===== src/rtl/core/sida_pkg.sv =====
`timescale 1ns / 1ps

package sida_pkg;

  localparam int unsigned Capacity = 16;
  localparam int unsigned IdxW     = 4;
  localparam int unsigned CntW     = 5;
  localparam int unsigned DataW    = 32;
  localparam int unsigned CmdW     = 3;
  localparam int unsigned StatW    = 2;

  typedef enum logic [CmdW-1:0] {
    CMD_APPEND = 3'd0,
    CMD_INSERT = 3'd1,
    CMD_WRITE  = 3'd2,
    CMD_DELETE = 3'd3,
    CMD_READ   = 3'd4
  } sida_cmd_e;

  typedef enum logic [StatW-1:0] {
    ST_OK   = 2'd0,
    ST_FULL = 2'd1,
    ST_OOB  = 2'd2
  } sida_status_e;

  // what every cell of the row does in this cycle
  typedef enum logic [1:0] {
    OP_KEEP = 2'd0,
    OP_WR   = 2'd1,
    OP_INS  = 2'd2,
    OP_DEL  = 2'd3
  } sida_op_e;

  typedef struct packed {
    logic             en;
    sida_op_e         kind;
    logic [IdxW-1:0]  idx;
    logic [DataW-1:0] val;
  } sida_op_t;

  typedef struct packed {
    sida_status_e    status;
    logic [CntW-1:0] length;
    logic [CntW-1:0] count;
  } sida_stat_t;

endpackage


===== src/rtl/core/sida_cell.sv =====
`timescale 1ns / 1ps

module sida_cell (
  input  logic                              clk_i,
  input  logic [sida_pkg::IdxW-1:0]         cell_idx_i,
  input  sida_pkg::sida_op_t                op_i,
  input  logic [sida_pkg::DataW-1:0]        left_i,
  input  logic [sida_pkg::DataW-1:0]        right_i,
  output logic [sida_pkg::DataW-1:0]        data_o
);
  import sida_pkg::*;

  logic [DataW-1:0] data_d, data_q;

  always_comb begin
    data_d = data_q;
    case (op_i.kind)
      OP_WR: begin
        if (cell_idx_i == op_i.idx) data_d = op_i.val;
      end
      OP_INS: begin
        if (cell_idx_i == op_i.idx) begin
          data_d = op_i.val;
        end else if (cell_idx_i > op_i.idx) begin
          data_d = left_i;
        end
      end
      OP_DEL: begin
        if (cell_idx_i >= op_i.idx) data_d = right_i;
      end
      default: data_d = data_q;
    endcase
  end

  always_ff @(posedge clk_i) begin
    if (op_i.en) data_q <= data_d;
  end

  assign data_o = data_q;

endmodule


===== src/rtl/core/sida_ctrl.sv =====
`timescale 1ns / 1ps

module sida_ctrl (
  input  logic                       clk_i,
  input  logic                       rst_ni,
  input  logic                       accept_i,
  input  sida_pkg::sida_cmd_e        cmd_i,
  input  logic [sida_pkg::IdxW-1:0]  idx_i,
  input  logic [sida_pkg::DataW-1:0] val_i,
  output sida_pkg::sida_op_t         op_o,
  output sida_pkg::sida_stat_t       stat_o
);
  import sida_pkg::*;

  logic [CntW-1:0] count_d, count_q;
  logic [CntW-1:0] idx_ext;
  logic            full;
  sida_status_e    status;
  sida_op_e        kind;
  logic [IdxW-1:0] tgt;

  assign idx_ext = {1'b0, idx_i};
  assign full    = (count_q >= CntW'(Capacity));

  always_comb begin
    status  = ST_OK;
    kind    = OP_KEEP;
    tgt     = idx_i;
    count_d = count_q;
    case (cmd_i)
      CMD_APPEND: begin
        if (full) begin
          status = ST_FULL;
        end else begin
          kind    = OP_WR;
          tgt     = count_q[IdxW-1:0];
          count_d = count_q + CntW'(1);
        end
      end
      CMD_INSERT: begin
        if (full) begin
          status = ST_FULL;
        end else if (idx_ext > count_q) begin
          status = ST_OOB;
        end else begin
          kind    = OP_INS;
          count_d = count_q + CntW'(1);
        end
      end
      CMD_WRITE: begin
        if (idx_ext >= count_q) status = ST_OOB;
        else kind = OP_WR;
      end
      CMD_DELETE: begin
        if (idx_ext >= count_q) begin
          status = ST_OOB;
        end else begin
          kind    = OP_DEL;
          count_d = count_q - CntW'(1);
        end
      end
      CMD_READ: begin
        if (idx_ext >= count_q) status = ST_OOB;
      end
      default: status = ST_OK;
    endcase
  end

  always_ff @(posedge clk_i or negedge rst_ni) begin
    if (!rst_ni) begin
      count_q <= '0;
    end else if (accept_i) begin
      count_q <= count_d;
    end
  end

  assign op_o.en   = accept_i;
  assign op_o.kind = kind;
  assign op_o.idx  = tgt;
  assign op_o.val  = val_i;

  assign stat_o.status = status;
  assign stat_o.length = count_d;
  assign stat_o.count  = count_q;

endmodule


===== src/rtl/core/shift_insert_delete_array_top.sv =====
`timescale 1ns / 1ps
// Ordered array of up to 16 signed 32-bit words with append, insert, overwrite,
// delete and read commands.
// Input channel s_axis: command in tuser, index and value in tdata.
// Output channel m_axis: status in tuser, read word and new length in tdata.
// Every input beat produces exactly one output beat.
// The result is registered and appears in the cycle after the input beat is taken.
// Throughput: one command per cycle while the receiver takes results; the row of
// cells shifts all entries at once on insert and delete, so these take no longer than other commands.
// The output register holds a result until m_axis_tready_i is high; while it
// is held, s_axis_tready_o stays low only if the receiver is stalling, and
// goes high again in the cycle the result is taken.
// Reset empties the array (length zero) and drops any pending result; the
// word storage itself is not cleared, entries beyond the length are never read.
// Read returns zero in read_value for every command other than a good read.

module shift_insert_delete_array_top (
  input  logic        clk_i,
  input  logic        rst_ni,
  input  logic        s_axis_tvalid_i,
  output logic        s_axis_tready_o,
  input  logic [39:0] s_axis_tdata_i,  // [3:0] index, [35:4] value, rest zero
  input  logic [2:0]  s_axis_tuser_i,  // [2:0] command
  output logic        m_axis_tvalid_o,
  input  logic        m_axis_tready_i,
  output logic [39:0] m_axis_tdata_o,  // [31:0] read_value, [36:32] length
  output logic [1:0]  m_axis_tuser_o   // [1:0] status
);
  import sida_pkg::*;

  logic             accept;
  sida_cmd_e        cmd;
  logic [IdxW-1:0]  idx;
  logic [DataW-1:0] val;
  sida_op_t         op;
  sida_stat_t       stat;
  logic [DataW-1:0] cell_data [Capacity];
  logic [DataW-1:0] rd;

  logic             m_valid_d, m_valid_q;
  sida_status_e     m_status_q;
  logic [DataW-1:0] m_rd_q;
  logic [CntW-1:0]  m_len_q;

  assign cmd = sida_cmd_e'(s_axis_tuser_i);
  assign idx = s_axis_tdata_i[IdxW-1:0];
  assign val = s_axis_tdata_i[IdxW+DataW-1:IdxW];

  assign s_axis_tready_o = !m_valid_q || m_axis_tready_i;
  assign accept          = s_axis_tvalid_i && s_axis_tready_o;

  sida_ctrl u_ctrl (
    .clk_i    (clk_i),
    .rst_ni   (rst_ni),
    .accept_i (accept),
    .cmd_i    (cmd),
    .idx_i    (idx),
    .val_i    (val),
    .op_o     (op),
    .stat_o   (stat)
  );

  for (genvar g = 0; g < Capacity; g++) begin : g_cell
    logic [DataW-1:0] left, right;
    if (g == 0) begin : g_first
      assign left = '0;
    end else begin : g_mid_l
      assign left = cell_data[g-1];
    end
    if (g == Capacity - 1) begin : g_last
      assign right = '0;
    end else begin : g_mid_r
      assign right = cell_data[g+1];
    end
    sida_cell u_cell (
      .clk_i      (clk_i),
      .cell_idx_i (IdxW'(g)),
      .op_i       (op),
      .left_i     (left),
      .right_i    (right),
      .data_o     (cell_data[g])
    );
  end

  assign rd = (cmd == CMD_READ && stat.status == ST_OK) ? cell_data[idx] : '0;

  always_comb begin
    m_valid_d = m_valid_q;
    if (accept) m_valid_d = 1'b1;
    else if (m_axis_tready_i) m_valid_d = 1'b0;
  end

  always_ff @(posedge clk_i or negedge rst_ni) begin
    if (!rst_ni) begin
      m_valid_q <= 1'b0;
    end else begin
      m_valid_q <= m_valid_d;
    end
  end

  always_ff @(posedge clk_i) begin
    if (accept) begin
      m_status_q <= stat.status;
      m_rd_q     <= rd;
      m_len_q    <= stat.length;
    end
  end

  assign m_axis_tvalid_o = m_valid_q;
  assign m_axis_tuser_o  = m_status_q;
  assign m_axis_tdata_o  = {3'b000, m_len_q, m_rd_q};

  // length never exceeds the capacity
  a_count_range: assert property (@(posedge clk_i) disable iff (!rst_ni)
    stat.count <= CntW'(Capacity))
    else $error("count above capacity");

  // a taken beat always shows up on the output in the next cycle
  a_accept_valid: assert property (@(posedge clk_i) disable iff (!rst_ni)
    accept |=> m_axis_tvalid_o)
    else $error("result missing after accepted beat");

  // reported length is the count the controller holds afterwards
  a_len_match: assert property (@(posedge clk_i) disable iff (!rst_ni)
    accept |=> (m_len_q == stat.count))
    else $error("length does not match count");

  // a full status is only reported with a full array
  a_full_len: assert property (@(posedge clk_i) disable iff (!rst_ni)
    (m_valid_q && m_status_q == ST_FULL) |-> (m_len_q == CntW'(Capacity)))
    else $error("full status with room left");

  // nonzero read word only on a good result
  a_rd_ok: assert property (@(posedge clk_i) disable iff (!rst_ni)
    (m_valid_q && m_rd_q != '0) |-> (m_status_q == ST_OK))
    else $error("read word on failed command");

endmodule


===== config.mk =====
export PLATFORM = sky130hd
export DESIGN_NAME = shift_insert_delete_array_top
export DESIGN_NICKNAME = d
export VERILOG_FILES = /design/src/rtl/core/sida_pkg.sv /design/src/rtl/core/sida_cell.sv /design/src/rtl/core/sida_ctrl.sv /design/src/rtl/core/shift_insert_delete_array_top.sv
export SDC_FILE = /design/constraint.sdc
export NUM_CORES = 1
export LEC_CHECK = 0
export BUFFER_PORTS_ARGS = -buffer_cell sky130_fd_sc_hd__buf_2
export CORE_MARGIN = 1
export CORE_UTILIZATION = 39
export DETAILED_ROUTE_END_ITERATION = 10
export PLACE_DENSITY = 0.51
export SETUP_SLACK_MARGIN = 0.2
export SYNTH_ARGS = -nofsm -noshare
export SYNTH_HDL_FRONTEND = slang
export SYNTH_SLANG_ARGS = --single-unit

===== constraint.sdc =====
create_clock -name clk_i -period 5.7 [get_ports clk_i]
set_input_delay 0.855 -clock clk_i [delete_from_list [all_inputs] [get_ports clk_i]]
set_output_delay 0.855 -clock clk_i [all_outputs]
set_load 0.05 [all_outputs]

==> reports/summary.md, run 1 <==
• 0 — remaining design rule violation count
• 155.2 mm — global-route wire length before repair
• 2,433 — post-synthesis instance total
• 40.23% — global-route track usage on met2
• 6 — number of detailed-route iterations in the first pass
• 60.14 mm — placed wire-length estimate
• 12.75 sq um — Post-Syn Area per Cell
• 25.74% — global-route total usage across every layer
• 1.077% — async set-reset flop share out of synthesis
• 0 — total of endpoints with negative setup slack in the final report
• clkbuf_16 — Root Buffer
• 6.06 ns — Worst Path Required
• edfxtp_1 — dominant cell type by area after synthesis
• 104.8 mm — wire length after detailed routing
• 0.07887 sq mm — total core area
• 0 — count of final max-slew check failures
• 0.8281 — routability-driven placement congestion ratio
• 557 — Sink Count
• 77 — Crit Path Max Fanout
• 4.526% — met3 usage in global routing
• edfxtp_1, mux4_2, a221o_1 — leading cell types by total area after synthesis
• flip-flop — Crit. End Element
• 0.06 ns — clock transition at the registers of the reported paths
• met2 — peak-usage layer in the global routing report
• 338.8 mW/mm^2 — power per standard cell area
• 4.56 ns — arrival time at the worst endpoint
• 0.66 ns — longest individual stage delay on the worst path
• 200.2 uV — largest vdd supply drop
• 53.83% — sequential-to-total area share from yosys stat
• 0 — final hold violations
• 36.0% — power share of the clock group
• 21.3% — combinational share of power
• buf_4 — cell with the largest stage delay on the worst path
• 2 — number of antenna violations at the first check in global routing
• 0 — total congestion overflow after global routing
• 36.66% — met1 usage in global routing
• 2,862 — Detailed Route Iter0 Violations
• inv_1 -> ha_1 -> or2_2 -> o221ai_1 -> a21o_4 -> buf_4 -> nor2_4 -> buf_4 -> a221o_1 — series of cell instances along the critical path
• 0.01179 W — PnR Total Power
• 0.62 ns — clock latency of the later-clocked register in the worst-skew pair
• 30.04% — net switching share of the total power
• 284.0 um — Die Span Y
• 551 — number of synthesized flops with an enable pin
• 68 — distinct cell type count after synthesis
• 138 — largest net degree at the start of global routing
• 3 — maximum clock path buffer count
• 0.03102 sq mm — mapped cell area
• 0 ns — accumulated negative setup slack
• 12.36 nW — leakage power figure
• buf_4 — most common cell type on the critical path
• 12.17% — layout-stage area growth over the synthesis result
• 1.287 ns — pin slew with the least headroom to its limit
• 53.35% — share of the synthesized area in the top cell type
• 19.30% — layout cells sized above 1
• flip-flop — startpoint kind of the worst setup timing path
• done — CTS tree
• flip-flop to flip-flop — kind of critical path
• 4.203 ns — Min Clock Period, post-route
• 91 — number of top-level pins
• 0.01618 ns — post-route clock skew
• 0.008246 W — internal power
• 0.2379 GHz — top achievable clock speed
• 73.74% — final critical-path share of the clock period
• 0 — Hold-fix buffers, CTS
• edfxtp_1 — Top FF cell, synth
• 30.12 um — WL per Instance
• 0 — number of setup buffers added after CTS
• 42.7% — Reg power frac
• primary input to async pin — Min-Delay Path Class
• 22,660 — detailed-route via count
• 0 — yosys synthesis warning count
• 2,433 — number of nets in the finished design
• 0 — Detail Route Antenna Nets
• 3 — number of H-tree branching levels
• 0 — Post-CTS Resized
• 6.510 — Vias per Instance
• 557 — flip-flop and latch count after synthesis
• finished clean — outcome
• 68 — cts bufs inserted
• 284.0 um — horizontal die dimension
• 13.97% — headroom to the max-slew limit
• 39.33% — initial cell density of the core
• 103 — row count
• 0 — number of antenna repair diodes
• 0.08066 sq mm — Die Outline Area
• 83 — Buffers on Ports
• 22,490 — via count of the first global-routing pass
• 0 — max-capacitance violation count
• 0.003540 W — P_sw
• no — RSZ-0062 raised after global routing
state kept, by name, summed over array words and instances (netlist names):
name	cells
g_cell.u_cell.data_o	512
m_axis_tuser_o	2
m_axis_tvalid_o	1
m_len_q	5
m_rd_q	32
u_ctrl.count_q	5
cells by family (layout without fill, tap and decap cells):
family,Yosys count,after routing,synth area share [%]
AOI/OAI and AO/OA,609,609,17.27
xor gates and xnor gates,1,1,0.02824
adders and majority gates,6,6,0.2420
buffers and inverters,324,319,4.466
DFF,557,557,53.83
muxes,166,166,11.83
other,1,3,0.01209
and+or+nand+nor,769,769,12.32
worst max-delay path, delay by kind of cell, from the launching register on:
family	cells	cell delay (ns)
AOI/OAI and AO/OA	3	1.10
adders and majority gates	1	0.25
buffers and inverters	3	1.27
DFF	1	0.65
and+or+nand+nor	2	0.66
cells in the mapped netlist, types with 8 or more instances:
master,n
buf_2,60
a22oi_1,132
buf_1,60
edfxtp_1,551
a222oi_1,32
a221o_1,259
a21o_1,35
clkbuf_1,143
nand2_1,342
o31ai_1,8
o21ai_0,13
a21oi_1,17
and2_1,260
nand3_1,53
a22o_1,64
inv_1,44
buf_4,9
buf_6,8
mux4_2,160
nor2b_1,40
nor2_1,40
metrics by stage:
stage               worst slack (ns)  hold slack (ns)  util [%]  area [sq um]  cells
detailed placement             1.222           0.5241     41.43         32680   3360
global route                   1.307          0.05726     44.11         34790   3480
floorplan                     0.2804           0.5283         -         31020   2435
finish                         1.497          0.06876     44.11         34790   3480
CTS                            1.496          0.04733     44.11         34790   3480
global placement               1.270           0.5110     41.43         32680   3360
final timing paths:
check / from / endpoint / slack, ns / depth (start not counted)
min in group clk_i: s_axis_tvalid_i / m_axis_tvalid_o / 0.46 / 2
min reg2reg: m_axis_tvalid_o / m_axis_tvalid_o / 0.53 / 2
max reg2reg: u_ctrl.count_q[1] / g_cell[6].u_cell.data_o[2] / 1.50 / 9
max in group asynchronous: rst_ni / m_axis_tvalid_o / 5.48 / 1
min: rst_ni / u_ctrl.count_q[4] / 0.07 / 1
max: u_ctrl.count_q[1] / g_cell[6].u_cell.data_o[2] / 1.50 / 9
layout make-up:
| type | count | area [sq um] |
|---|---|---|
| inverters | 44 | 165.2 |
| well taps | 1050 | 1314 |
| clock buffers | 84 | 1826 |
| repair buffers | 155 | 1175 |
| clock inverters | 36 | 290.3 |
| flip-flops and latches | 557 | 16700 |
| multi-input cells | 1554 | 13330 |
| fillers | 7208 | 44080 |
power groups by stage:
| stage | logic (W) | registers, W | clock network, W |
|---|---|---|---|
| finish | 0.00251 | 0.00503 | 0.00425 |
| global placement | 0.00242 | 0.00510 | 0 |
| detailed placement | 0.00248 | 0.00511 | 0 |
| global route | 0.00266 | 0.00505 | 0.00448 |
| CTS | 0.00249 | 0.00503 | 0.00434 |
| floorplan | 0.00159 | 0.00513 | 0 |
metal layers:
metal / up-vias / wire (um)
met3: 179 / 8595
met4: 0 / 2823
met1: 11710 / 44680
met5: - / 0
met2: 1194 / 48730
li1: 9576 / -
layout by cell type (no fill, tap or decap), types with 7 or more instances in the layout:
cell type,netlist,layout
nand3_1,53,52
clkbuf_1,143,13
and2_1,260,259
buf_2,60,80
clkinv_2,0,12
o21ai_0,13,13
clkinv_1,0,15
nand2_1,342,341
nor2_4,2,26
buf_12,0,16
a221o_1,259,259
inv_1,44,43
a22o_1,64,64
a21oi_4,0,7
a22oi_1,132,132
a222oi_1,32,32
edfxtp_1,551,551
nor2_1,40,19
a21oi_1,17,11
a21o_1,35,34
mux4_2,160,160
nor2b_1,40,40
buf_4,9,57
clkbuf_16,0,71
o31ai_1,8,8
Note: power is estimated with default switching activity, not from simulation.
==> inputs of run 2 (changes only) <==
==> constraint.sdc (replaced) <==
create_clock -name clk_i -period 3.9 [get_ports clk_i]
set_input_delay 0.585 -clock clk_i [delete_from_list [all_inputs] [get_ports clk_i]]
set_output_delay 0.585 -clock clk_i [all_outputs]
set_load 0.05 [all_outputs]
==> run 2 against run 1 <==
  * Clock-buffer cell count unchanged
  * Core utilization up 1.0 points
  * Critical endpoint is now g_cell[13].u_cell.data_o[6]
  * Combinational power up 60%
  * Wire length up 4.4%
  * Largest cell class unchanged
  * First-iteration DRC count up 5.4%
  * Critical path depth up 2
  * Cell count up 1.6%
  * Register-to-register slack worse by 1.1 ns
  * Die area unchanged
  * Highest routed layer is now met5
  * Final area up 2.4%
==> reports/summary.md, run 2 (synthesis results as in run 1) <==
• finished clean — outcome
• 0.62 ns — clock latency of the later-clocked register in the worst-skew pair, about the same
• 91 — number of top-level pins, unchanged
• no — RSZ-0062 raised after global routing
• 4.27 ns — Worst Path Required, -1.79 ns
• 3 — maximum clock path buffer count, unchanged
• 0 ns — accumulated negative setup slack, unchanged
• flip-flop to flip-flop — kind of critical path
• 0.05 ns — clock transition at the registers of the reported paths, about the same
• 23,020 — via count of the first global-routing pass, +2.4%
• met5 — uppermost layer routed
• buffers and inverters — family with the most delay on the worst path
• clkbuf_16 — Root Buffer
• 3.87 ns — arrival time at the worst endpoint, -0.69 ns
• 3.503 ns — Min Clock Period, post-route, -0.7007 ns
• 3 — number of H-tree branching levels, unchanged
• 28.50% — headroom to the max-slew limit, +15 points
• 103 — row count, unchanged
• 0 — remaining design rule violation count, unchanged
• 284.0 um — horizontal die dimension, unchanged
• 0.01758 W — PnR Total Power, +49%
• 7,048 — filler cell count, -2.2%
• 512 — flip-flop count of the largest register, all copies and words added, unchanged
• 69 — cts bufs inserted, +1.5%
• 1.072 ns — pin slew with the least headroom to its limit, -0.2149 ns
• 0 — count of final max-slew check failures, unchanged
• 7 — number of detailed-route iterations in the first pass, +1
• done — CTS tree
• 0.07887 sq mm — total core area, unchanged
• 6.563 — Vias per Instance, +0.81%
• 83 — Buffers on Ports, unchanged
• 26.94% — global-route total usage across every layer, +1.2 points
• 557 — Sink Count, unchanged
• 50.69 mm — WL met2, +4.0%
• 23,200 — detailed-route via count, +2.4%
• 2,491 — number of nets in the finished design, +2.4%
• 493.8 mW/mm^2 — power per standard cell area, +46%
• 30.97 um — WL per Instance, +2.8%
• 45.00 mm — sum of routed wire segments on met1, +0.72%
• inv_1 -> ha_1 -> or2_2 -> o221ai_1 -> buf_4 -> a21o_4 -> buf_12 -> buf_4 -> nor2_4 -> buf_12 -> a21o_1 — series of cell instances along the critical path
• 0.8255 — routability-driven placement congestion ratio, -0.31%
• 0 — max-capacitance violation count, unchanged
• 0 — Detail Route Antenna Nets, unchanged
• 12.77 nW — leakage power figure, +3.3%
• 0 — final hold violations, unchanged
• 0.03561 sq mm — post-layout instance area, +2.4%
• 89.81% — final critical-path share of the clock period, +16 points
• 0.2855 GHz — top achievable clock speed, +20%
• flip-flop — Crit. End Element
• 64.08 mm — placed wire-length estimate, +6.6%
• 0.08066 sq mm — Die Outline Area, unchanged
• 14.82% — layout-stage area growth over the synthesis result
• 284.0 um — Die Span Y, unchanged
• edfxtp_1, nand2_1, and2_1, a221o_1, mux4_2 — most frequent cells in the layout
• 4 — number of antenna violations at the first check in global routing, +2
• 0.03345 sq mm — post-place instance area, +2.4%
• 21.10% — layout cells sized above 1, +1.8 points
• 0.02425 ns — post-route clock skew, +0.008069 ns
• 140 — largest net degree at the start of global routing, +1.4%
• 0 — total of endpoints with negative setup slack in the final report, unchanged
• edfxtp_1 — most common cell after layout, fill and taps aside
• 5 — count of buffer and inverter cells on the critical path, +2
• 10.40 mm — met3 wire len, +21%
• flip-flop — startpoint kind of the worst setup timing path
• 3,017 — Detailed Route Iter0 Violations, +5.4%
• 161.7 mm — global-route wire length before repair, +4.2%
• dfrtp_1 — cell with the largest stage delay on the worst path
• primary input to flip-flop — Min-Delay Path Class
• 0 — total congestion overflow after global routing, unchanged
• 39.33% — initial cell density of the core, unchanged
• 113 — Crit Path Max Fanout, +47%
• 0.52 ns — longest individual stage delay on the worst path, -0.14 ns
• 109.5 mm — wire length after detailed routing, +4.4%
• 356.0 uV — largest vdd supply drop, +78%
## run 2: cell types whose count changed in the layout (fill, tap and decap cells not counted), moves of 2 or more
cell / change
buf_12: +29
nor3b_2: -2
clkinv_2: -3
nor3b_4: +2
clkinv_8: +3
buf_4: +26
clkinv_1: -2
## run 2: power breakdown
part / switching [W] / total (W) / internal [W]
registers: 0.000183 / 0.00732 / 0.00714
clock network: 0.00264 / 0.00625 / 0.00362
logic: 0.00250 / 0.00401 / 0.00152
## run 2: area by class of cell
cell class | count | area, sq um | share of cell area (%)
antenna | 1 | 2.502 | 0.007027
clock buffer | 84 | 1804 | 5.066
clock inverter | 33 | 317.8 | 0.8924
inverter | 44 | 165.2 | 0.4638
multi-input combinational | 1554 | 13340 | 37.46
sequential | 557 | 16700 | 46.88
tap | 1050 | 1314 | 3.689
timing repair buffer | 212 | 1972 | 5.537
## run 2: timing repair
item / CTS / global route
hold buffers: 1 / 0
hold endpoints to repair: 6 / 0
resized for setup: 0 / 1
setup endpoints to repair: 0 / 88
buffers inserted: 0 / 2
## run 2: per-layer routing
metal  track usage [%]  vias to the layer above
met1             37.28                    11910
met2             42.58                     1386
met4             8.871                        2
met5                 0                        -
li1                  -                     9702
met3             5.145                      205
## run 2: final timing paths
kind                       cells past startpoint              start  slack [ns]                           to
min reg2reg                                    2    m_axis_tvalid_o        0.54              m_axis_tvalid_o
max in group asynchronous                      2             rst_ni        3.41              m_axis_tvalid_o
max                                           11  u_ctrl.count_q[2]        0.40  g_cell[13].u_cell.data_o[6]
min in group asynchronous                      2             rst_ni        0.34            u_ctrl.count_q[1]
min                                            2    s_axis_tvalid_i        0.19              m_axis_tvalid_o
max reg2reg                                   11  u_ctrl.count_q[2]        0.40  g_cell[13].u_cell.data_o[6]
## run 2: through the flow
stage / cells / hold slack, ns / worst slack (ns) / utilization (%)
floorplan: 2435 / 0.2894 / -0.2106 / -
global placement: 3414 / 0.4255 / 0.3839 / 42.41
detailed placement: 3414 / 0.4309 / 0.3420 / 42.41
CTS: 3532 / 0.1625 / 0.3135 / 45.11
global route: 3534 / 0.1830 / 0.2366 / 45.15
finish: 3535 / 0.1862 / 0.3975 / 45.15
